`src/rtl/rc4_ram.sv`:
```
// Generic single-write, single-read RAM with registered read data.
module rc4_ram #(
    parameter int WIDTH = 8,
    parameter int DEPTH = 256,
    localparam int AW   = (DEPTH > 1) ? $clog2(DEPTH) : 1
) (
    input  logic             aclk,
    input  logic             we,
    input  logic [AW-1:0]    waddr,
    input  logic [WIDTH-1:0] wdata,
    input  logic             re,
    input  logic [AW-1:0]    raddr,
    output logic [WIDTH-1:0] rdata
);

    logic [WIDTH-1:0] mem [DEPTH];
    logic [WIDTH-1:0] rdata_reg;

    // Write port
    always_ff @(posedge aclk) begin
        if (we) begin
            mem[waddr] <= wdata;
        end
    end

    // Registered read port
    always_ff @(posedge aclk) begin
        if (re) begin
            rdata_reg <= mem[raddr];
        end
    end

    assign rdata = rdata_reg;

endmodule

```
`config.mk`:
```
export PLATFORM = sky130hd
export DESIGN_NAME = rc4_ram
export DESIGN_NICKNAME = d
export VERILOG_FILES = /design/src/rtl/rc4_ram.sv
export SDC_FILE = /design/constraint.sdc
export NUM_CORES = 2
export LEC_CHECK = 0
export BUFFER_PORTS_ARGS = -buffer_cell sky130_fd_sc_hd__buf_2
export CORE_UTILIZATION = 40
export CTS_CLUSTER_SIZE = 25
export DETAILED_ROUTE_END_ITERATION = 10
export PLACE_DENSITY_LB_ADDON = 0.1
export SYNTH_ARGS = -nofsm -noshare
export SYNTH_HDL_FRONTEND = slang
export SYNTH_SLANG_ARGS = --single-unit
```
`constraint.sdc`:
```
create_clock -name aclk -period 2.9 [get_ports aclk]
set_input_delay 0.58 -clock aclk [delete_from_list [all_inputs] [get_ports aclk]]
set_output_delay 0.58 -clock aclk [all_outputs]
set_load 0.01 [all_outputs]
```
# [Word level (Yosys, flattened, before mapping)]
# Memories as Yosys holds them, arrays and structs flattened. A register that Yosys moved wholly into a read port is not among the register bits.
# Index checks and enable logic that the tools add are counted.
[totals] reg_bits=0 mem_bits_rw=2048 out_inout_bits=8 mem_count=1
[classes] mux=2
[memory_table] name="mem" words=256 word_bits=8 read_ports=1 rd_ports_with_merged_regs=1 write_ports=1 line="16" rtl="logic [WIDTH-1:0] mem [DEPTH];"
[ops] cell="$mux 1" count=2

# [Depth between registers and ports, before layout]
[depth] word_depth=2 ltp_mapped=11

# [Worst setup path before layout]
# Ideal clock, no wire load.
[synth_timing] path_type="in2reg" from="input raddr[0]" to="register rdata_reg[2], in the netlist rdata[2], read port of mem, data pin" setup_time_ps=269 arrival_ps=2387 t_required_ps=2631 setup_slack_ps=244 stages=9 path_cell_list="buf_6 -> buf_12 -> buf_8 -> buf_2 -> mux4_2 -> a22oi_1 -> a21oi_1 -> nor4_1 -> nor4_2"
[synth_lines] element="start: declaration" line="12" rtl="input logic [AW-1:0] raddr,"
[synth_lines] element="end: declaration" line="17" rtl="logic [WIDTH-1:0] rdata_reg;"

==> impl_results.md <==
- Run status: completed
- Number of buffers added for setup after CTS: 0
- Portion of the post-synthesis area used by sequential elements: 77.5%
- Number of cells on the worst reg-to-reg path: 6
- Total nets after synthesis: 3760
- Max Buffers Root-to-Sink: 3
- Startpoint types: primary input
- Antenna violations before repair: 16
- Synth warnings: 0
- Fraction of layout instances using a drive strength above 1: 32.6%
- Std cell rows: 163
- Max-capacitance violation count: 0
- Total power density per cell area: 661 nW/um2
- Aggregate global routing overflow: 0
- Number of sinks on the clock net: 2056
- Fin. max-slew vios: 0
- Net count reported at finish: 4470
- Mapped cell area: 79600 um2
- Final instance area: 95000 um2
- Synthesis-to-layout area growth: 19.3%
- Clock transition at path regs: 0.06 ns
- Final total negative setup slack: 0 ns
- Hold buffer count at CTS: 0
- Slack of the worst reg-to-reg path: 0.03 ns
- Overall power of the completed layout: 62.8 mW
- Buffers added on ports: 34
- Endpoint class of the critical path: register
- Worst hold path depth: 1
- Destination of the worst hold path: mem[194][1]$_DFFE_PP_
- Period minus WS final: 2.87 ns
- Maximum VDD drop: 0.478 mV
- CP top delay family: compound AO/OA/AOI/OAI gates
- Die outline width: 448 um
- I/O pin total: 35
- Worst relative slew slack: 25.9%
- Wire length reported by the detailed router: 220 mm
- Largest net degree at the start of global routing: 97
- Gpl congestion: 0.801
- Most common library cell in the layout ignoring fill and taps: edfxtp_1
- Most frequent CP cell: buf_4
- Number of nets with antenna violations after detailed routing: 0
- Final-report setup violation count: 0
- Gate Count Post-Synth: 3733
- Pin slew with the least headroom to its limit: 1.11 ns
- Number of global-route vias before repair: 41300
- FMAX: 0.348 GHz
- Leakage power: 30.6 nW
- Avg Inst Size Synth: 21.3 um2
- Asr flop ratio synth: 0%
- Min-delay worst type: primary input to register
- Post-route fraction of the period consumed by the critical path: 99.0%
- Effective utilization at floorplan: 40.3%
- Cell area after placement: 88300 um2
- Clock skew after layout: 0.0338 ns
- Worst-Skew Late Latency: 0.84 ns
- CTS resizes: 1
- Data required time of the worst path: 3.48 ns
- TritonCTS clock tree: built
- DR DRC count: 0
- Post-synth top flop: edfxtp_1
- Flip-flop count of the largest register after layout: 2048
- Initial DRT Pass Iterations: 5
- Detailed router's first-iteration violation count: 4059
- Synthesis-stage register bit count: 2056
- # H-tree levels: 4
- R2R Path Start: mem[67][2]$_DFFE_PP_
- First-pass GRT wire length: 312 mm
- Hold Violations, Final: 0
- Capturing point of the worst reg2reg path: rdata[2]$_DFFE_PP_
- Average wire length per cell after detail routing: 30.2 um
- Critical path cell sequence: buf_8 -> buf_4 -> buf_12 -> mux4_2 -> a22o_1 -> a221oi_1 -> o32ai_1 -> nor3_1 -> buf_4 -> nor4_1
- Type of the worst setup path: primary input to register
- Core area: 198000 um2
- Die H: 448 um
- Die Outline Area: 201000 um2
- EDFF count, synth: 2056
- Largest stage delay, worst path: 0.63 ns
- GRT Util Overall: 22.1%
- Number of vias per cell: 5.55
- Post-DP HPWL: 143 mm
- Crit path DAT: 3.45 ns
- Clk Tree Root Cell: clkbuf_16
- DR vias: 40300
- Commonest cells after routing, fill and taps aside: edfxtp_1 (2056), buf_4 (600), mux4_2 (454)
- Hold path startpoint: wdata[1]
- Number of buffer and inverter stages on the critical path: 4
- Worst path slowest cell: nor3_1
- Count of different cell masters after synthesis: 54
- RSZ-0062 raised after global routing: false
- Top fanout value on the critical path: 28
- TritonCTS buffer count: 213
## cells by family after synthesis
group / Yosys count / share of synthesized area (%)
buffers and inverters: 235 / 1.83
DFF: 2056 / 77.5
muxes: 591 / 14.6
and+or+nand+nor: 466 / 2.63
AOI/OAI and AO/OA: 385 / 3.42
## synthesized netlist by cell type, types with 6 or more instances
library cell	n	area share, %
a211oi_1	16	0.15
a21oi_1	96	0.60
a221oi_1	13	0.14
a22o_1	8	0.088
a22oi_1	133	1.3
and2_1	6	0.047
buf_1	22	0.10
buf_12	8	0.20
buf_2	31	0.19
buf_4	27	0.25
buf_6	21	0.30
buf_8	13	0.25
clkbuf_1	111	0.52
edfxtp_1	2056	78
mux2i_1	134	1.7
mux4_2	454	13
nand2_1	33	0.16
nand2b_1	8	0.063
nand3_1	34	0.21
nand4_1	10	0.079
nor2_1	282	1.3
nor2b_1	31	0.24
nor3_1	22	0.14
nor4_1	24	0.19
o211ai_1	10	0.094
o21ai_0	10	0.063
o221ai_1	46	0.51
o22ai_1	28	0.22
## area by class of cell
type | instances | area (um2)
fillers | 16300 | 103000
repair buffers | 728 | 6690
multi-input cells | 1442 | 16600
clock buffers | 264 | 5650
flip-flops and latches | 2056 | 61700
clock inverters | 128 | 1050
diodes | 1 | 2.50
well taps | 2640 | 3300
inverters | 2 | 7.51
## per-stage QoR
step	utilization (%)	setup WS, ns	instances	hold WS [ns]
floorplan	-	0.244	3733	0.679
global placement	44.7	-0.873	6868	0.922
detailed placement	44.7	-0.819	6868	0.931
CTS	48.1	0.0344	7260	0.0108
global route	48.1	0.0166	7261	0.0354
finish	48.1	0.0296	7261	0.0784
## worst max-delay path by stage
stage,start,to,slack [ns],cells after the start
after CTS,mem[67][2]$_DFFE_PP_,rdata[2]$_DFFE_PP_,0.03,6
after floorplan,raddr[0],rdata[2]$_DFFE_PP_,0.24,9
after global placement,raddr[0],rdata[4]$_DFFE_PP_,-0.87,10
after detailed placement,raddr[0],rdata[4]$_DFFE_PP_,-0.82,10
final,raddr[0],rdata[3]$_DFFE_PP_,0.03,10
after global routing,raddr[0],rdata[3]$_DFFE_PP_,0.02,10
## routing by layer
metal  share of wire (%)  track usage (%)  up-vias  routed length [um]
li1                    -                -    17200                   -
met5               0.017                0        -                  37
met1                  44             31.3    21800               96400
met4                 1.9             4.90        6                4200
met2                  49             36.2     1142              108000
met3                 5.0             3.20      245               11000
## report_power, final
part / total (mW) / switching (mW) / internal [mW]
clock network: 26.4 / 11.3 / 15.1
logic: 3.54 / 2.12 / 1.43
registers: 32.8 / 0.0368 / 32.8
Power figures use the tool's default switching activity.
