[config.mk]
export PLATFORM = sky130hd
export DESIGN_NAME = rc4_sbox
export DESIGN_NICKNAME = d
export VERILOG_FILES = /design/src/rtl/rc4_pkg.sv /design/src/rtl/rc4_ram.sv /design/src/rtl/rc4_sbox.sv
export SDC_FILE = /design/constraint.sdc
export NUM_CORES = 2
export LEC_CHECK = 0
export BUFFER_PORTS_ARGS = -buffer_cell sky130_fd_sc_hd__buf_2
export CORE_UTILIZATION = 35
export DETAILED_ROUTE_END_ITERATION = 10
export SETUP_SLACK_MARGIN = 0.4
export SLEW_MARGIN = 20
export SYNTH_ARGS = -nofsm -noshare
export SYNTH_HDL_FRONTEND = slang
export SYNTH_SLANG_ARGS = --single-unit
export TNS_END_PERCENT = 50
[constraint.sdc]
create_clock -name aclk -period 2.6 [get_ports aclk]
set_clock_uncertainty 0.1 [all_clocks]
set_input_delay 0.52 -clock aclk [delete_from_list [all_inputs] [get_ports aclk]]
set_output_delay 0.52 -clock aclk [all_outputs]
set_load 0.01 [all_outputs]
[src/rtl/rc4_pkg.sv]
// Shared constants, operation codes and the permutation store request type for the RC4 block.
package rc4_pkg;

    // Default key store depth
    localparam int KEY_DEPTH_DEF = 256;

    // Permutation size and byte width
    localparam int SBOX_DEPTH = 256;
    localparam int BYTE_W     = 8;

    // Key length register
    localparam int           KEY_LEN_W   = 9;
    localparam logic [8:0]   KEY_LEN_RST = 9'd16;

    // Stream widths
    localparam int S_TDATA_W = 24;
    localparam int M_TDATA_W = 8;

    // Operation codes
    localparam logic [1:0] OP_KEY_WR = 2'd0;
    localparam logic [1:0] OP_KSA    = 2'd1;
    localparam logic [1:0] OP_CRYPT  = 2'd2;

    typedef logic [BYTE_W-1:0] byte_t;

    // One cycle's access to the permutation store
    typedef struct packed {
        logic  clear;   // back to identity
        logic  re;
        byte_t raddr;
        logic  we;
        byte_t waddr;
        byte_t wdata;
    } sbox_req_t;

endpackage

[src/rtl/rc4_ram.sv]
// Generic single-write, single-read RAM with registered read data.
module rc4_ram #(
    parameter int WIDTH = 8,
    parameter int DEPTH = 256,
    localparam int AW   = (DEPTH > 1) ? $clog2(DEPTH) : 1
) (
    input  logic             aclk,
    input  logic             we,
    input  logic [AW-1:0]    waddr,
    input  logic [WIDTH-1:0] wdata,
    input  logic             re,
    input  logic [AW-1:0]    raddr,
    output logic [WIDTH-1:0] rdata
);

    logic [WIDTH-1:0] mem [DEPTH];
    logic [WIDTH-1:0] rdata_reg;

    // Write port
    always_ff @(posedge aclk) begin
        if (we) begin
            mem[waddr] <= wdata;
        end
    end

    // Registered read port
    always_ff @(posedge aclk) begin
        if (re) begin
            rdata_reg <= mem[raddr];
        end
    end

    assign rdata = rdata_reg;

endmodule

[src/rtl/rc4_sbox.sv]
// Permutation store: RAM plus per-entry valid bits so that unwritten entries read as identity.
module rc4_sbox (
    input  logic               aclk,
    input  logic               aresetn,
    input  rc4_pkg::sbox_req_t req,
    output rc4_pkg::byte_t     rdata
);

    logic [rc4_pkg::SBOX_DEPTH-1:0] vld_reg;
    rc4_pkg::byte_t                 raddr_reg;
    logic                           rvld_reg;
    rc4_pkg::byte_t                 ram_rdata;

    rc4_ram #(
        .WIDTH (rc4_pkg::BYTE_W),
        .DEPTH (rc4_pkg::SBOX_DEPTH)
    ) u_ram (
        .aclk  (aclk),
        .we    (req.we),
        .waddr (req.waddr),
        .wdata (req.wdata),
        .re    (req.re),
        .raddr (req.raddr),
        .rdata (ram_rdata)
    );

    // Valid bits: cleared by reset or a new key schedule, set by writes
    always_ff @(posedge aclk) begin
        if (!aresetn || req.clear) begin
            vld_reg <= '0;
        end else if (req.we) begin
            vld_reg[req.waddr] <= 1'b1;
        end
    end

    // Track read address and its valid bit alongside the RAM read
    always_ff @(posedge aclk) begin
        if (req.re) begin
            raddr_reg <= req.raddr;
            rvld_reg  <= vld_reg[req.raddr];
        end
    end

    // Unwritten entry holds its own index
    assign rdata = rvld_reg ? ram_rdata : raddr_reg;

`ifndef ASSERT_OFF
    a_clear_no_write: assert property (@(posedge aclk) disable iff (!aresetn)
        req.clear |-> !req.we)
        else $error("permutation write during clear");

    a_clear_empties: assert property (@(posedge aclk) disable iff (!aresetn)
        req.clear |=> (vld_reg == '0))
        else $error("valid bits not cleared");

    a_write_marks: assert property (@(posedge aclk) disable iff (!aresetn)
        (req.we && !req.clear) |=> vld_reg[$past(req.waddr)])
        else $error("written entry not marked valid");
`endif

endmodule

==> Word level (Yosys, flattened, before mapping) <==
Memory sizes are Yosys's and may differ from the RTL's. A register that Yosys moved wholly into a read port is not among the register bits.
Cells that the tools add are included.
{ "totals": {"reg_bits": 265, "inputBits": 29, "word_cells": 18, "mem_bits_rw": 2048, "mem_count": 1, "out_inout_bits": 8} }
{ "classes": {"magnitude_cmp": 3, "bitwise": 1, "reduce_logical": 3, "n_mux": 7} }
{ "memory_table": {"columns": ["memory", "words", "width", "read_ports", "rd_ports_with_merged_regs", "wr", "line", "rtl"], "rows": [
  ["u_ram.mem", 256, 8, 1, 1, 1, "rc4_ram.sv:16", "logic [WIDTH-1:0] mem [DEPTH];"]
]} }
{ "ops": {"columns": ["operator", "n"], "rows": [
  ["$or A256 B256 Y256", 1],
  ["$lt A8 B9 Y1 const B", 2],
  ["$bmux W1 S8", 1],
  ["$demux W1 S8", 1],
  ["$ge A8 B1 Y1 const B", 1],
  ["$mux W8", 1],
  ["$mux W1", 4],
  ["$logic_and A1 B1 Y1", 1],
  ["$logic_not A1 Y1", 1],
  ["$logic_or A1 B1 Y1", 1]
]} }

==> Logic depth before layout (Yosys ltp) <==
{ "depth": {"ltp_word": 5, "mapped_depth": 12, "ltp_nobuf": 7} }

==> By module <==
A second synthesis with hierarchy kept.
{ "hier_totals": {"hier_cells": 4861, "hier_area_um2": 90115.2} }
{ "by_module_without_submodules": {"columns": ["mod", "cells_per_inst", "seq_area_each_um2", "n_inst", "area_per_inst_um2"], "rows": [
  ["rc4_ram", 3733, 61739.2, 1, 79636.4],
  ["rc4_sbox", 1128, 5395.2, 1, 10478.8]
]} }

==> Worst setup path before layout <==
No wires, ideal clock.
{ "synth_path": {"kind": "input -> register", "from": "input req[17] (netlist bit)", "to": "register u_ram.rdata_reg[1] (netlist: u_ram.rdata[1]), read port of u_ram.mem (data pin)", "required_time_ns": 2.233, "setup_slack_ns": -0.049, "path_buffers": 4, "setup_ns": 0.267, "arrival_ns": 2.281, "path_stages": 9, "cell_sequence": "buf_6 buf_12 buf_12 buf_6 mux4_2 a221oi_2 o22ai_1 nor3_2 nor4_2"} }
{ "synth_lines": {"columns": ["item", "line", "rtl"], "rows": [
  ["start: declaration", "rc4_sbox.sv:5", "input rc4_pkg::sbox_req_t req,"],
  ["end: declaration", "rc4_ram.sv:17", "logic [WIDTH-1:0] rdata_reg;"]
]} }

==> run_results.csv <==
group,metric,value,unit
floorplanning,fp.coreArea,254600,sq um
sta,slew_viol_final,0,
final_layout,register_area,67140,sq um
clocking,cts_tree,"yes",
placed_design,dp_hpwl,166.9,mm
yosys,async_flop_share,0,
worst_setup_path,required,3100,ps
worst_setup_path,end_kind,"register",
drt,via_per_inst,5.423,
yosys,synth_cells,4854,
worst_setup_path,critPathKind,"reg -> reg",
global_route,antenna_found_initial,13,
yosys,yosysTopAreaCellShare,0.6899,
pwr,p_per_area,725.3,nW/um^2
floorplanning,initial_core_util,0.3530,
yosys,synthTopCellsByArea,"edfxtp_1, mux4_2, dfxtp_1",
final_layout,fillers,21990,
final_layout,largest_register_ff_count,2048,
yosys,yosysSeqAreaShare,0.7469,
final_layout,nNetsFinal,5656,
pwr,comb_power_share,0.063,
final_layout,multi_input_area,22460,sq um
drt,drt.antenna.violating_nets,0,
worst_hold_path,hold_class,"in -> reg",
drt,wl,253.4,mm
yosys,ys_warn_count,0,
sta,rsz0062_at_grt,"yes",
job,cap_violations,0,
yosys,synth_area,89880,sq um
sta,relSlewSlack,0.4638,
pwr,clkPwrFrac,0.426,
clocking,cts_max_level,4,
clocking,clkSinkCount,2321,
worst_setup_path,arrival,3070,ps
yosys,synth_flop_cell,"edfxtp_1",
sta,hold_slack,64.75,ps
global_route,grt_first_pass_wirelength,363.9,mm
pwr,ir_drop,0.5890,mV
pwr,pwr-share-seq,0.512,
final_layout,stdcell_count,9204,
yosys,yosysTopAreaCell,"edfxtp_1",
drt,dr.pass1.iters,6,
yosys,synth_edf_count,2065,
sta,hold_viol,0,
sta,clock.fmax,390.1,MHz
placed_design,gp_congestion,0.8595,
placed_design,placed_area,100800,sq um
sta,period_share,0.9858,
final_layout,drive_gt1_frac,0.3275,
floorplanning,dieArea,258800,sq um
global_route,grt_pass1_vias,50070,
yosys,syn_avg_cell_area,18.52,sq um
clocking,path_clk_slew,60,ps
pwr,leakagePower,35.76,nW
final_layout,fin_area,109700,sq um
floorplanning,die_y,508.8,microns
pwr,p_int,62.00,mW
drt,vias,49910,
sta,layout_setup_ws,36.86,ps
placed_design,portBuffers,36,
global_route,grt_max_degree,91,
worst_setup_path,path_cells,"mux4_2 > a221oi_2 > buf_4 > a21oi_4 > nor4_4 > buf_4 > nor4_2",
drt,drt_iter0_drc,5322,
clocking,cts_buffers,230,
worst_setup_path,crit_path_frequent_cell,"buf_4",
sta,setup_violations,0,
clocking,clkLatencyLatePin,910,ps
worst_setup_path,slowest_stage,"nor4_4",
placed_design,dp.cells,8749,
sta,worst_pin_slew,804.3,ps
final_layout,area_delta_synth_final,22.04,%
yosys,yosysUniqueCellTypes,67,
pwr,switchingPower,17.56,mW
clocking,cts-root-buf,"clkbuf_16",
global_route,grt_usage,0.1945,
drt,route.detailed.wl_per_inst,27.53,microns
sta,fin_crit,2563,ps
yosys,ys_seq_elements,2321,
global_route,overflow,0,
placed_design,place_ws,-1435,ps
yosys,synth_fp_nets,4883,
floorplanning,die_w,508.8,microns
floorplanning,row_count,185,
clocking,clockBufferDepth,3,
status,status,"completed",
worst_setup_path,cpPeakStageDelay,540,ps
worst_setup_path,path_max_fanout,1,
floorplanning,io_pins,37,
pwr,p_sw_frac,0.2207,
worst_setup_path,cp-start-kind,"register",
drt,drc,0,
[synthesized netlist by cell type (6+ instances only)]
cell,n
buf_12,14
o221ai_1,51
nor3_2,6
or2_2,6
buf_1,10
a221oi_1,30
nor2b_1,15
nand2_1,69
a22o_1,22
o22ai_1,61
a21oi_1,85
nor2_1,771
a211oi_1,12
mux4_1,28
nand3_1,46
dfxtp_1,256
mux4_2,428
mux2_2,21
nor4_1,25
buf_4,29
buf_2,58
a22oi_1,112
nor3_1,62
nand2b_1,10
nand4_1,18
clkbuf_1,121
buf_8,14
edfxtp_1,2065
and3_1,11
a32oi_1,6
o21ai_0,36
mux2i_1,219
o21ba_2,29
buf_6,34
[worst paths after layout]
kind	from	slack [ps]	to	depth (start not counted)
worst max register to register	u_ram.mem[191][5]	40	u_ram.rdata[5]	7
worst min-delay path	req[6]	60	u_ram.mem[74][6]	1
worst min register to register	vld_reg[110]	360	vld_reg[110]	2
worst max-delay path	u_ram.mem[191][5]	40	u_ram.rdata[5]	7
[power groups by stage]
stage / clock network, mW / registers (mW) / logic (mW)
after global routing: 35.7 / 40.7 / 5.19
final: 33.9 / 40.7 / 4.99
after global placement: 0 / 41.5 / 4.70
after CTS: 34.3 / 40.7 / 4.97
after floorplan: 0 / 41.5 / 2.16
after detailed placement: 0 / 41.5 / 4.75
[critical path: cells and delay by family, from the launching register on]
kind / cells / cell delay [ps]
AOI/OAI and AO/OA: 2 / 330
muxes: 1 / 500
buffers and inverters: 2 / 390
DFF: 1 / 360
and+or+nand+nor: 2 / 580
[per-stage QoR]
step / util / TNS [ps] / total power, mW
finish: 0.4308 / 0 / 79.56
global route: 0.4308 / -1.332 / 81.55
CTS: 0.4300 / -18.14 / 79.99
detailed placement: 0.3959 / -10720 / 46.25
global placement: 0.3959 / -11910 / 46.19
floorplan: - / 0 / 43.63
[layout make-up]
cell class                 instances  area share
antenna                            3  0.00006844
clock buffer                     305     0.05779
clock inverter                   135     0.01364
inverter                           6   0.0002053
multi-input combinational       2241      0.2048
sequential                      2321      0.6121
tap                             3366     0.03840
timing repair buffer             827     0.07305
[what timing repair did]
action,CTS,global route
endpoints found under the hold margin,133,0
buffers inserted,3,0
pin swaps,43,29
gates resized for setup,146,37
hold buffers,9,0
endpoints found under the setup margin,17,17
[cells in the final DEF (no fill, tap or decap), types with 18 or more instances in the layout]
cell / Yosys / routed
nand4_1: 18 / 18
a21oi_1: 85 / 75
nand3_1: 46 / 36
clkbuf_8: 0 / 31
buf_12: 14 / 126
nor3_1: 62 / 48
o21ai_0: 36 / 29
o221ai_1: 51 / 50
o21ba_2: 29 / 29
a22oi_1: 112 / 102
clkinv_1: 0 / 35
nand2_1: 69 / 69
o22ai_1: 61 / 54
mux4_2: 428 / 432
mux2i_1: 219 / 218
mux4_1: 28 / 24
bufinv_16: 0 / 21
buf_2: 58 / 18
clkbuf_16: 0 / 231
buf_4: 29 / 640
edfxtp_1: 2065 / 2065
nor2_1: 771 / 658
nor2_4: 0 / 104
dfxtp_1: 256 / 255
clkbuf_1: 121 / 46
clkinv_2: 0 / 54
a22o_1: 22 / 21
[routing by layer]
metal,GRT usage,share of wire,routed length [microns]
met1,0.2645,0.41,104600
met2,0.3197,0.49,123500
met3,0.02870,0.067,16850
met4,0.06398,0.033,8466
met5,0,0,0
[cell families (layout without fill, tap and decap cells)]
logic type             Yosys count  after routing  share of synthesized area
AO/OA/AOI/OAI                  490            490                    0.03973
buffers and inverters          292           1273                    0.02159
flip-flops                    2321           2321                     0.7469
multiplexers                   696            696                     0.1424
other                            0              3                          0
AND/OR/NAND/NOR               1055           1055                    0.04932
Note: power is estimated with default switching activity, not from simulation.
