`src/rtl/rc4_pkg.sv`:
```
// Shared constants, operation codes and the permutation store request type for the RC4 block.
package rc4_pkg;

    // Default key store depth
    localparam int KEY_DEPTH_DEF = 256;

    // Permutation size and byte width
    localparam int SBOX_DEPTH = 256;
    localparam int BYTE_W     = 8;

    // Key length register
    localparam int           KEY_LEN_W   = 9;
    localparam logic [8:0]   KEY_LEN_RST = 9'd16;

    // Stream widths
    localparam int S_TDATA_W = 24;
    localparam int M_TDATA_W = 8;

    // Operation codes
    localparam logic [1:0] OP_KEY_WR = 2'd0;
    localparam logic [1:0] OP_KSA    = 2'd1;
    localparam logic [1:0] OP_CRYPT  = 2'd2;

    typedef logic [BYTE_W-1:0] byte_t;

    // One cycle's access to the permutation store
    typedef struct packed {
        logic  clear;   // back to identity
        logic  re;
        byte_t raddr;
        logic  we;
        byte_t waddr;
        byte_t wdata;
    } sbox_req_t;

endpackage

```
`src/rtl/rc4_ctrl.sv`:
```
// Sequencer: key writes, key schedule and per-byte crypt over the permutation store.
module rc4_ctrl #(
    parameter int KEY_DEPTH = rc4_pkg::KEY_DEPTH_DEF,
    localparam int KEY_AW   = (KEY_DEPTH > 1) ? $clog2(KEY_DEPTH) : 1
) (
    input  logic                             aclk,
    input  logic                             aresetn,
    // input stream
    input  logic                             s_tvalid,
    output logic                             s_tready,
    input  logic [rc4_pkg::S_TDATA_W-1:0]    s_tdata,
    input  logic                             s_tlast,
    // result stream
    output logic                             m_tvalid,
    input  logic                             m_tready,
    output logic [rc4_pkg::M_TDATA_W-1:0]    m_tdata,
    output logic                             m_tlast,
    // effective key length, 1..KEY_DEPTH
    input  logic [rc4_pkg::KEY_LEN_W-1:0]    key_len,
    // key store
    output logic                             key_we,
    output logic [KEY_AW-1:0]                key_waddr,
    output rc4_pkg::byte_t                   key_wdata,
    output logic                             key_re,
    output logic [KEY_AW-1:0]                key_raddr,
    input  rc4_pkg::byte_t                   key_rdata,
    // permutation store
    output rc4_pkg::sbox_req_t               sbox_req,
    input  rc4_pkg::byte_t                   sbox_rdata
);

    localparam logic [3:0] ST_IDLE    = 4'd0;
    localparam logic [3:0] ST_CR_J    = 4'd1;
    localparam logic [3:0] ST_CR_SWAP = 4'd2;
    localparam logic [3:0] ST_CR_OUT  = 4'd3;
    localparam logic [3:0] ST_KS_RD   = 4'd4;
    localparam logic [3:0] ST_KS_ACC  = 4'd5;
    localparam logic [3:0] ST_KS_WN   = 4'd6;
    localparam logic [3:0] ST_KS_WA   = 4'd7;
    localparam logic [3:0] ST_DONE    = 4'd8;

    localparam logic [rc4_pkg::KEY_LEN_W-1:0] KEY_DEPTH_W = rc4_pkg::KEY_LEN_W'(KEY_DEPTH);

    logic [3:0]        state_reg, state_next;
    rc4_pkg::byte_t    i_reg, i_next;
    rc4_pkg::byte_t    j_reg, j_next;
    rc4_pkg::byte_t    a_reg, a_next;
    rc4_pkg::byte_t    c_reg, c_next;
    rc4_pkg::byte_t    t_reg, t_next;
    rc4_pkg::byte_t    data_reg, data_next;
    rc4_pkg::byte_t    res_reg, res_next;
    logic              last_reg, last_next;
    logic [KEY_AW-1:0] kpos_reg, kpos_next;
    logic              m_tvalid_reg, m_tvalid_next;
    rc4_pkg::byte_t    m_tdata_reg, m_tdata_next;
    logic              m_tlast_reg, m_tlast_next;

    logic           accept;
    logic [1:0]     in_op;
    rc4_pkg::byte_t in_idx;
    rc4_pkg::byte_t in_data;
    rc4_pkg::byte_t acc;
    rc4_pkg::byte_t tsum;
    rc4_pkg::byte_t ks;
    logic [rc4_pkg::KEY_LEN_W-1:0] kpos_inc;

    assign s_tready = (state_reg == ST_IDLE);
    assign accept   = s_tvalid && s_tready;
    assign in_op    = s_tdata[1:0];
    assign in_idx   = s_tdata[9:2];
    assign in_data  = s_tdata[17:10];

    // Key schedule running sum, crypt keystream index and key position step
    assign acc      = rc4_pkg::BYTE_W'(j_reg + key_rdata + sbox_rdata);
    assign tsum     = rc4_pkg::BYTE_W'(a_reg + sbox_rdata);
    assign kpos_inc = rc4_pkg::KEY_LEN_W'(kpos_reg) + 1'b1;

    // Keystream byte: forward the two swap writes that may not have reached the store
    always_comb begin
        if (t_reg == j_reg) begin
            ks = a_reg;
        end else if (t_reg == i_reg) begin
            ks = c_reg;
        end else begin
            ks = sbox_rdata;
        end
    end

    // Next-state logic
    always_comb begin
        state_next    = state_reg;
        i_next        = i_reg;
        j_next        = j_reg;
        a_next        = a_reg;
        c_next        = c_reg;
        t_next        = t_reg;
        data_next     = data_reg;
        res_next      = res_reg;
        last_next     = last_reg;
        kpos_next     = kpos_reg;
        m_tvalid_next = m_tvalid_reg;
        m_tdata_next  = m_tdata_reg;
        m_tlast_next  = m_tlast_reg;
        sbox_req      = '0;
        key_we        = 1'b0;
        key_waddr     = in_idx[KEY_AW-1:0];
        key_wdata     = in_data;
        key_re        = 1'b0;
        key_raddr     = kpos_reg;

        // Result register empties on its transfer
        if (m_tvalid_reg && m_tready) begin
            m_tvalid_next = 1'b0;
        end

        case (state_reg)
            ST_IDLE: begin
                if (accept) begin
                    data_next = in_data;
                    last_next = s_tlast;
                    res_next  = '0;
                    case (in_op)
                        rc4_pkg::OP_KEY_WR: begin
                            key_we     = ({1'b0, in_idx} < KEY_DEPTH_W);
                            state_next = ST_DONE;
                        end
                        rc4_pkg::OP_KSA: begin
                            sbox_req.clear = 1'b1;
                            i_next         = '0;
                            j_next         = '0;
                            kpos_next      = '0;
                            state_next     = ST_KS_RD;
                        end
                        rc4_pkg::OP_CRYPT: begin
                            i_next         = i_reg + 1'b1;
                            sbox_req.re    = 1'b1;
                            sbox_req.raddr = i_reg + 1'b1;
                            state_next     = ST_CR_J;
                        end
                        default: begin
                            state_next = ST_DONE;
                        end
                    endcase
                end
            end
            // a = S[i]; j += a; read S[j]
            ST_CR_J: begin
                a_next         = sbox_rdata;
                j_next         = j_reg + sbox_rdata;
                sbox_req.re    = 1'b1;
                sbox_req.raddr = j_reg + sbox_rdata;
                state_next     = ST_CR_SWAP;
            end
            // c = S[j]; S[i] = c; read S[a + c]
            ST_CR_SWAP: begin
                c_next         = sbox_rdata;
                sbox_req.we    = 1'b1;
                sbox_req.waddr = i_reg;
                sbox_req.wdata = sbox_rdata;
                sbox_req.re    = 1'b1;
                sbox_req.raddr = tsum;
                t_next         = tsum;
                state_next     = ST_CR_OUT;
            end
            // S[j] = a; combine keystream byte
            ST_CR_OUT: begin
                sbox_req.we    = 1'b1;
                sbox_req.waddr = j_reg;
                sbox_req.wdata = a_reg;
                res_next       = data_reg ^ ks;
                state_next     = ST_DONE;
            end
            // Key schedule step: read S[n] and key byte
            ST_KS_RD: begin
                sbox_req.re    = 1'b1;
                sbox_req.raddr = i_reg;
                key_re         = 1'b1;
                state_next     = ST_KS_ACC;
            end
            // acc += key + S[n]; read S[acc]
            ST_KS_ACC: begin
                a_next         = sbox_rdata;
                j_next         = acc;
                sbox_req.re    = 1'b1;
                sbox_req.raddr = acc;
                state_next     = ST_KS_WN;
            end
            // S[n] = S[acc]
            ST_KS_WN: begin
                sbox_req.we    = 1'b1;
                sbox_req.waddr = i_reg;
                sbox_req.wdata = sbox_rdata;
                state_next     = ST_KS_WA;
            end
            // S[acc] = old S[n]; advance
            ST_KS_WA: begin
                sbox_req.we    = 1'b1;
                sbox_req.waddr = j_reg;
                sbox_req.wdata = a_reg;
                i_next         = i_reg + 1'b1;
                if (kpos_inc >= key_len) begin
                    kpos_next = '0;
                end else begin
                    kpos_next = kpos_inc[KEY_AW-1:0];
                end
                if (i_reg == 8'hFF) begin
                    j_next     = '0;
                    state_next = ST_DONE;
                end else begin
                    state_next = ST_KS_RD;
                end
            end
            // Hand the result to the output register once it is free
            ST_DONE: begin
                if (!m_tvalid_reg || m_tready) begin
                    m_tvalid_next = 1'b1;
                    m_tdata_next  = res_reg;
                    m_tlast_next  = last_reg;
                    state_next    = ST_IDLE;
                end
            end
            default: begin
                state_next = ST_IDLE;
            end
        endcase
    end

    // Control registers
    always_ff @(posedge aclk) begin
        if (!aresetn) begin
            state_reg    <= ST_IDLE;
            i_reg        <= '0;
            j_reg        <= '0;
            m_tvalid_reg <= 1'b0;
        end else begin
            state_reg    <= state_next;
            i_reg        <= i_next;
            j_reg        <= j_next;
            m_tvalid_reg <= m_tvalid_next;
        end
    end

    // Payload registers
    always_ff @(posedge aclk) begin
        a_reg       <= a_next;
        c_reg       <= c_next;
        t_reg       <= t_next;
        data_reg    <= data_next;
        res_reg     <= res_next;
        last_reg    <= last_next;
        kpos_reg    <= kpos_next;
        m_tdata_reg <= m_tdata_next;
        m_tlast_reg <= m_tlast_next;
    end

    assign m_tvalid = m_tvalid_reg;
    assign m_tdata  = m_tdata_reg;
    assign m_tlast  = m_tlast_reg;

`ifndef ASSERT_OFF
    a_ks_end: assert property (@(posedge aclk) disable iff (!aresetn)
        (state_reg == ST_KS_WA && i_reg == 8'hFF)
        |=> (i_reg == 8'h00 && j_reg == 8'h00 && state_reg == ST_DONE))
        else $error("key schedule did not end with cleared pointers");

    a_kpos_range: assert property (@(posedge aclk) disable iff (!aresetn)
        (state_reg == ST_KS_RD) |-> (rc4_pkg::KEY_LEN_W'(kpos_reg) < key_len))
        else $error("key position beyond key length");

    a_clear_idle: assert property (@(posedge aclk) disable iff (!aresetn)
        sbox_req.clear |-> (state_reg == ST_IDLE && accept))
        else $error("permutation clear outside an accepted key schedule");

    a_busy_after_accept: assert property (@(posedge aclk) disable iff (!aresetn)
        accept |=> !s_tready)
        else $error("new transfer taken before result produced");
`endif

endmodule

```
`config.mk`:
```
export PLATFORM = sky130hd
export DESIGN_NAME = rc4_ctrl
export DESIGN_NICKNAME = d
export VERILOG_FILES = /design/src/rtl/rc4_pkg.sv /design/src/rtl/rc4_ctrl.sv
export SDC_FILE = /design/constraint.sdc
export NUM_CORES = 1
export LEC_CHECK = 0
export BUFFER_PORTS_ARGS = -buffer_cell sky130_fd_sc_hd__buf_2
export CORE_MARGIN = 5
export CORE_UTILIZATION = 56
export CTS_CLUSTER_DIAMETER = 30
export DETAILED_ROUTE_END_ITERATION = 8
export GPL_ROUTABILITY_DRIVEN = 0
export PLACE_DENSITY = 0.91
export SETUP_SLACK_MARGIN = 0.2
export SKIP_CTS_REPAIR_TIMING = 1
export SYNTH_ARGS = -nofsm -noshare
export SYNTH_HDL_FRONTEND = slang
export SYNTH_SLANG_ARGS = --single-unit
```
`constraint.sdc`:
```
create_clock -name aclk -period 3.3 [get_ports aclk]
set_input_delay 0.165 -clock aclk [delete_from_list [all_inputs] [get_ports aclk]]
set_output_delay 0.165 -clock aclk [all_outputs]
set_load 0.03 [all_outputs]
```
# Word-level counts from Yosys, hierarchy flattened
# Cells that the tools add are included.
# word_totals
in_bits,54
reg_bits,79
output_inout_bits,64
word_cells,89
# classes
eq_ne,18
bitwise_logic,1
order_cmp,1
muxes,31
addsub,6
reduce_logical,19
# op_table
cell,count
$mux 8,8
$pmux 8 s2,4
$pmux 9 s5,1
$pmux 4 s9,1
$pmux 17 s2,1
$add 8x8->8,4
$pmux 8 s4,1
$eq 4x3->1 const B,4
$eq 8x8->1,2
$mux 4,3
$mux 10,1
$add 8x1->9 const B,1
$ge 9x9->1,1
$mux 1,9
$mux 9,1
$add 8x1->8 const B,1
$eq 4x2->1 const B,2
$eq 8x8->1 const B,1
$pmux 4 s2,1
$reduce_and 2->1,4
$xor 8x8->8,1
$reduce_and 3->1,2
$reduce_or 2->1,3
$eq 4x1->1 const B,1
14 further kinds,18

# Depth between registers and ports, before layout
# Gate-level depths: netlist of run 1.
# depth
depth_word,5
mapped_depth,11
mapped_depth_nobuf,11

# Worst setup path after synthesis of run 1
# Ideal clock, no wire load.
# synth_path
kind,flip-flop to output port
from,register j_reg[1]
to,output sbox_req[24] in the netlist's numbering
slack_ns,0.542
arrival_time_ns,2.593
stages_incl_launch_ff,12
cell_sequence,dfxtp_1 -> inv_1 -> fa_1 -> inv_1 -> ha_1 -> fa_1 -> a211oi_1 -> o21bai_1 -> a21oi_1 -> xnor2_1 -> a22oi_1 -> nand2_1
# synth_rtl
item,line_no,source
"start, declared",rc4_ctrl.sv:46,"rc4_pkg::byte_t j_reg, j_next;"
"start signal, assigned",rc4_ctrl.sv:238,j_reg <= j_next;
"end, declared",rc4_ctrl.sv:28,"output rc4_pkg::sbox_req_t sbox_req,"

==> results of run 1 <==
[worst max-delay path: cells and delay by family (launching register included)]
family	cells	cell delay, ns
xor+xnor	1	0.08
fa+ha+maj	3	1.07
simple gates	1	0.11
buf+inv	3	0.24
compound gates	4	0.70
flops	1	0.36
[layer usage]
layer	track usage	vias to the layer above
li1	-	2149
met1	0.288	2207
met2	0.392	324
met3	0.0622	91
met4	0.113	0
met5	0	-
[metrics by stage]
stage          total power (W)  cell area [um2]
6_report               0.00268             6290
3_3_place_gp           0.00184             5940
4_1_cts                0.00265             6150
5_1_grt                0.00279             6290
2_1_floorplan          0.00170             5500
3_5_place_dp           0.00187             5940
[area by class of cell]
cell class | count | area share
sequential | 79 | 0.345
inverter | 25 | 0.0149
clock buffer | 9 | 0.0197
multi-input combinational | 407 | 0.481
clock inverter | 7 | 0.0137
tap | 133 | 0.0265
timing repair buffer | 110 | 0.0991
[layout by cell type, fill, tap and decap left out, types with 7 or more instances in the layout]
cell type	instances
xor2_1	13
o22a_1	7
nor2b_1	12
nand2_1	28
nor3_1	9
clkbuf_8	9
ha_1	34
nand2b_1	7
edfxtp_1	58
fa_1	9
nor2_1	51
xnor2_1	25
dfxtp_1	18
nand3_1	13
o21ai_0	28
inv_1	24
mux2i_1	19
a21oi_1	35
a21o_1	9
and3_1	10
buf_2	93
a221oi_1	10
dlygate4sd3_1	9
[logic make-up (layout without fill, tap and decap cells)]
kind of cell,after synthesis,count (layout),synth area share
compound gates,134,134,0.159
xor+xnor,38,38,0.0606
fa+ha+maj,45,45,0.116
buf+inv,62,151,0.0596
flops,79,79,0.393
mux,27,27,0.0551
simple gates,163,163,0.156
[power by group through the flow]
stage          registers (W)  clock network [W]  logic [W]
5_1_grt              0.00122           0.000830   0.000738
6_report             0.00121           0.000788   0.000685
3_5_place_dp         0.00123                  0   0.000643
2_1_floorplan        0.00123                  0   0.000478
4_1_cts              0.00121           0.000790   0.000649
3_3_place_gp         0.00123                  0   0.000615
[worst max path at each step]
stage,start,slack (ns),depth (start not counted),end
2_1_floorplan,j_reg[1]$_SDFFE_PN0P_,0.54,11,sbox_req[24]
3_3_place_gp,sbox_rdata[1],0.29,13,sbox_req[24]
3_5_place_dp,sbox_rdata[1],0.26,13,sbox_req[24]
4_1_cts,j_reg[1]$_SDFFE_PN0P_,-0.16,12,sbox_req[24]
5_1_grt,j_reg[1]$_SDFFE_PN0P_,0.07,12,sbox_req[24]
6_report,j_reg[1]$_SDFFE_PN0P_,0.19,12,sbox_req[24]
==> results.ini, run 1 <==
[worst_setup_path]
crit_path_cell_trace = inv_2, fa_1, inv_1, ha_2, fa_2, a211oi_2, o21bai_1, a21oi_1, xnor2_1, a22oi_1, nand2_1, buf_6
r2r-end = key_raddr[5]$_SDFFCE_PP0P_
r2r_cells = 11
end_kind = output port
critPathMaxStageDelay_ns = 0.47
r2r_start = key_raddr[0]$_SDFFCE_PP0P_
path_max_fanout = 3
regToRegSetupSlack_ns = 0.61
start_kind = flip-flop
crit_type = reg2out
critPathSlowestCell = fa_1
worstPathArrival_ns = 2.95
cp_data_required_time_ns = 3.13

[routing]
wl_um = 14700
vias = 4771
wl_met1_um = 5620
maxUsedRoutingLayer = met4
routed-wl-met2_um = 6910
dr.pass1.iters = 5
drc = 0
wire_per_inst_um = 19.1
viasPerCell = 6.20
antenna_left = 0
wl_met3_um = 1320
drtIter0Drc = 565

[synthesis]
async_reset_ff_frac = 0
synth_edf_count = 58
yosysMostFrequentCell = edfxtp_1
synth_area_leaders = edfxtp_1 32%, ha_1 8.0%, dfxtp_1 7.6%
ys_warn_count = 0
syn_area_um2 = 5500
synth.top_cells.by_count = 58 x edfxtp_1, 51 x nor2_1, 35 x a21oi_1, 35 x ha_1, 29 x o21ai_0
avgSynthCellArea_um2 = 10.0
synth_area_leader_cell = edfxtp_1
yosysSeqAreaShare = 0.393
synth-seq-cells = 79
synth.distinct_cells = 60
synthCells = 548
synthesis.nets = 647
synth_top_area_share = 0.317
yosys_most_used_dff = edfxtp_1

[grt]
grt_max_degree = 25
grt.overflow.total = 0
first_global_vias = 4499
antenna_found_initial = 0
grt_pass1_wl_um = 21900
grtUsageTotal = 0.237

[floorplanning]
design.die.area_um2 = 11900
die_height_um = 109
num_rows = 36
coreArea_um2 = 9680
pin_count = 118
initial_core_util = 0.568
die_x_um = 109

[sta]
worstMarginPinSlew_ns = 0.931
setup_viol = 0
fin_tns_setup_ns = 0
setup_ws_ns = 0.189
slew_violations = 0
finalHoldViolations = 0
fmax_mhz = 321
maxSlewHeadroom = 0.374
period_share = 0.943
whs_ns = 0.0781
rsz0062_at_grt = yes
fin_skew_ns = 0.0129
min_period_ns = 3.11

[layout]
postLayoutCoreUtil = 0.649
regArea_um2 = 2170
instances_no_fill = 770
drive_gt1_frac = 0.229
multiInputGateArea_um2 = 3020
syn_to_final_growth_pct = 14.4
fill_cells = 715
fin_nets = 731
antenna_cells = 0

[clocking]
cts_tree = built
root_buffer = clkbuf_8
clkSlewWorstSetupHoldPaths_ns = 0.10
htree_levels = 3
clock_sinks = 79
cts_buffers = 9
clk_latency_ns = 0.38
ctsLongestPathBuffers = 2

[power]
cell_internal_pwr_w = 0.00178
swShare = 0.337
p_clk_frac = 0.294
pwr-share-comb = 0.255
power_frac_seq = 0.451
power.switching_w = 0.000904
max-vdd-ir-drop_uv = 260
power_density_nw_per_um2 = 427
power.leakage_nw = 2.62

[placement]
placedCellCount = 744
place_hpwl_um = 10800
dp_slack_ns = 0.264
io_buffers = 95

[hold_path]
worstHoldEndpoint = c_reg[1]$_DFFE_PP_
hp-start = sbox_rdata[1]
hold_path.class = in2reg
hold_depth = 1

[run]
drv_cap = 0

[status]
status = finished clean

No activity file was read; power rests on OpenSTA's default activity.
==> inputs of run 2 (changes only) <==
--- a/config.mk
+++ b/config.mk
@@ -12,6 +12,7 @@
 export DETAILED_ROUTE_END_ITERATION = 8
 export GPL_ROUTABILITY_DRIVEN = 0
 export PLACE_DENSITY = 0.91
+export RECOVER_POWER = 25
 export SETUP_SLACK_MARGIN = 0.2
 export SKIP_CTS_REPAIR_TIMING = 1
 export SYNTH_ARGS = -nofsm -noshare
==> run 2 against run 1 <==
- combinational power is 0.7% lower
- fmax hardly changed
- global-route usage did not move
- count of clock-buffer cells in the layout stayed put
- hold slack improved by 0.087 ns
- flip-flop and latch count unchanged
- cell area shrank 0.42%
- die area unchanged
- non-clock buffer count did not move
- final cell count is the same
- routed wire length rose by 0.16%
- critical path type unchanged
- largest cell class unchanged
==> results.ini, run 2 (synthesized netlist as in run 1, its figures left out) <==
[routing]
viasPerCell = 6.15
drtIter0Drc = 513
dr.pass1.iters = 8
wl_um = 14700
vias = 4735
wire_per_inst_um = 19.1
antenna_left = 0
drc = 0

[grt]
grt.overflow.total = 0
antenna_found_initial = 0
grt_pass1_wl_um = 21900
grt_max_degree = 25
grtUsageTotal = 0.237
first_global_vias = 4499

[layout]
fin_nets = 731
drive_gt1_frac = 0.196
fill_cells = 726
multiInputGateArea_um2 = 3020
syn_to_final_growth_pct = 13.9
regArea_um2 = 2170
antenna_cells = 0
mostFrequentLayoutCell = buf_2
layout_common_cells = 72 x buf_2, 58 x edfxtp_1, 51 x nor2_1, 35 x a21oi_1, 34 x ha_1
instances_no_fill = 770

[worst_setup_path]
start_kind = flip-flop
crit_type = reg2out
critPathBufInv = 3
critPathSlowestCell = fa_1
crit_path_cell_trace = inv_2, fa_1, inv_1, ha_2, fa_2, a211oi_2, o21bai_1, a21oi_1, xnor2_1, a22oi_1, nand2_1, buf_6
critPathMaxStageDelay_ns = 0.47
regToRegSetupSlack_ns = 0.61
cp_top_family = adder cells
cp_data_required_time_ns = 3.13
worstPathArrival_ns = 2.94
end_kind = output port
path_max_fanout = 3

[floorplanning]
die_height_um = 109
coreArea_um2 = 9680
design.die.area_um2 = 11900
initial_core_util = 0.568
die_x_um = 109
pin_count = 118
num_rows = 36

[placement]
placedCellCount = 744
io_buffers = 95
dp_slack_ns = 0.264
place_hpwl_um = 10800

[clocking]
root_buffer = clkbuf_8
ctsLongestPathBuffers = 2
clkSlewWorstSetupHoldPaths_ns = 0.10
clock_sinks = 79
cts_tree = built
htree_levels = 3
clk_latency_ns = 0.38
cts_buffers = 9

[sta]
period_share = 0.942
maxSlewHeadroom = 0.386
finalHoldViolations = 0
slew_violations = 0
fin_skew_ns = 0.0122
worstMarginPinSlew_ns = 0.913
min_period_ns = 3.11
rsz0062_at_grt = yes
setup_viol = 0
setup_ws_ns = 0.191
fmax_mhz = 322

[hold_path]
hold_path.class = in2reg

[power]
max-vdd-ir-drop_uv = 261
power.leakage_nw = 2.56
power_density_nw_per_um2 = 429

[run]
drv_cap = 0

[status]
status = finished clean

run 2: area by class of cell:
class,count,area share
Clock buffer,9,0.0198
Clock inverter,7,0.0138
Inverter,25,0.0150
Multi-Input combinational cell,407,0.483
Sequential cell,79,0.347
Tap cell,133,0.0266
Timing Repair Buffer,110,0.0953
run 2: metrics by stage:
| step | cell area, um2 | power (W) | TNS (ns) | util | hold slack, ns |
|---|---|---|---|---|---|
| after floorplan | 5500 | 0.00170 | 0 | - | 0.264 |
| after global placement | 5940 | 0.00184 | 0 | 0.614 | 0.330 |
| after detailed placement | 5940 | 0.00187 | 0 | 0.614 | 0.330 |
| after CTS | 6150 | 0.00265 | -0.157 | 0.635 | -0.0453 |
| after global routing | 6260 | 0.00278 | 0 | 0.646 | 0.167 |
| final | 6260 | 0.00268 | 0 | 0.646 | 0.165 |
run 2: metal layers:
layer,share of wire,up-vias,global-route usage
li1,-,2148,-
met1,0.38,2192,0.288
met2,0.48,328,0.392
met3,0.094,67,0.0622
met4,0.045,0,0.113
met5,0,-,0
run 2: path summary, 6_finish.rpt:
check                                   from                         end  cells past startpoint
hold / removal                 sbox_rdata[1]          c_reg[1]$_DFFE_PP_                      1
setup reg to reg  key_raddr[0]$_SDFFCE_PP0P_  key_raddr[5]$_SDFFCE_PP0P_                     11
hold reg to reg     res_reg[4]$_SDFFCE_PN0P_        m_tdata[4]$_DFFE_PP_                      0
setup / recovery       j_reg[1]$_SDFFE_PN0P_                sbox_req[24]                     12
run 2: power by group:
group	internal, W	switching, W	leakage (nW)	total (W)
logic	0.000263	0.000417	1.75	0.000680
registers	0.00115	0.0000652	0.712	0.00121
clock network	0.000367	0.000425	0.104	0.000792
total	0.00178	0.000907	2.56	0.00268
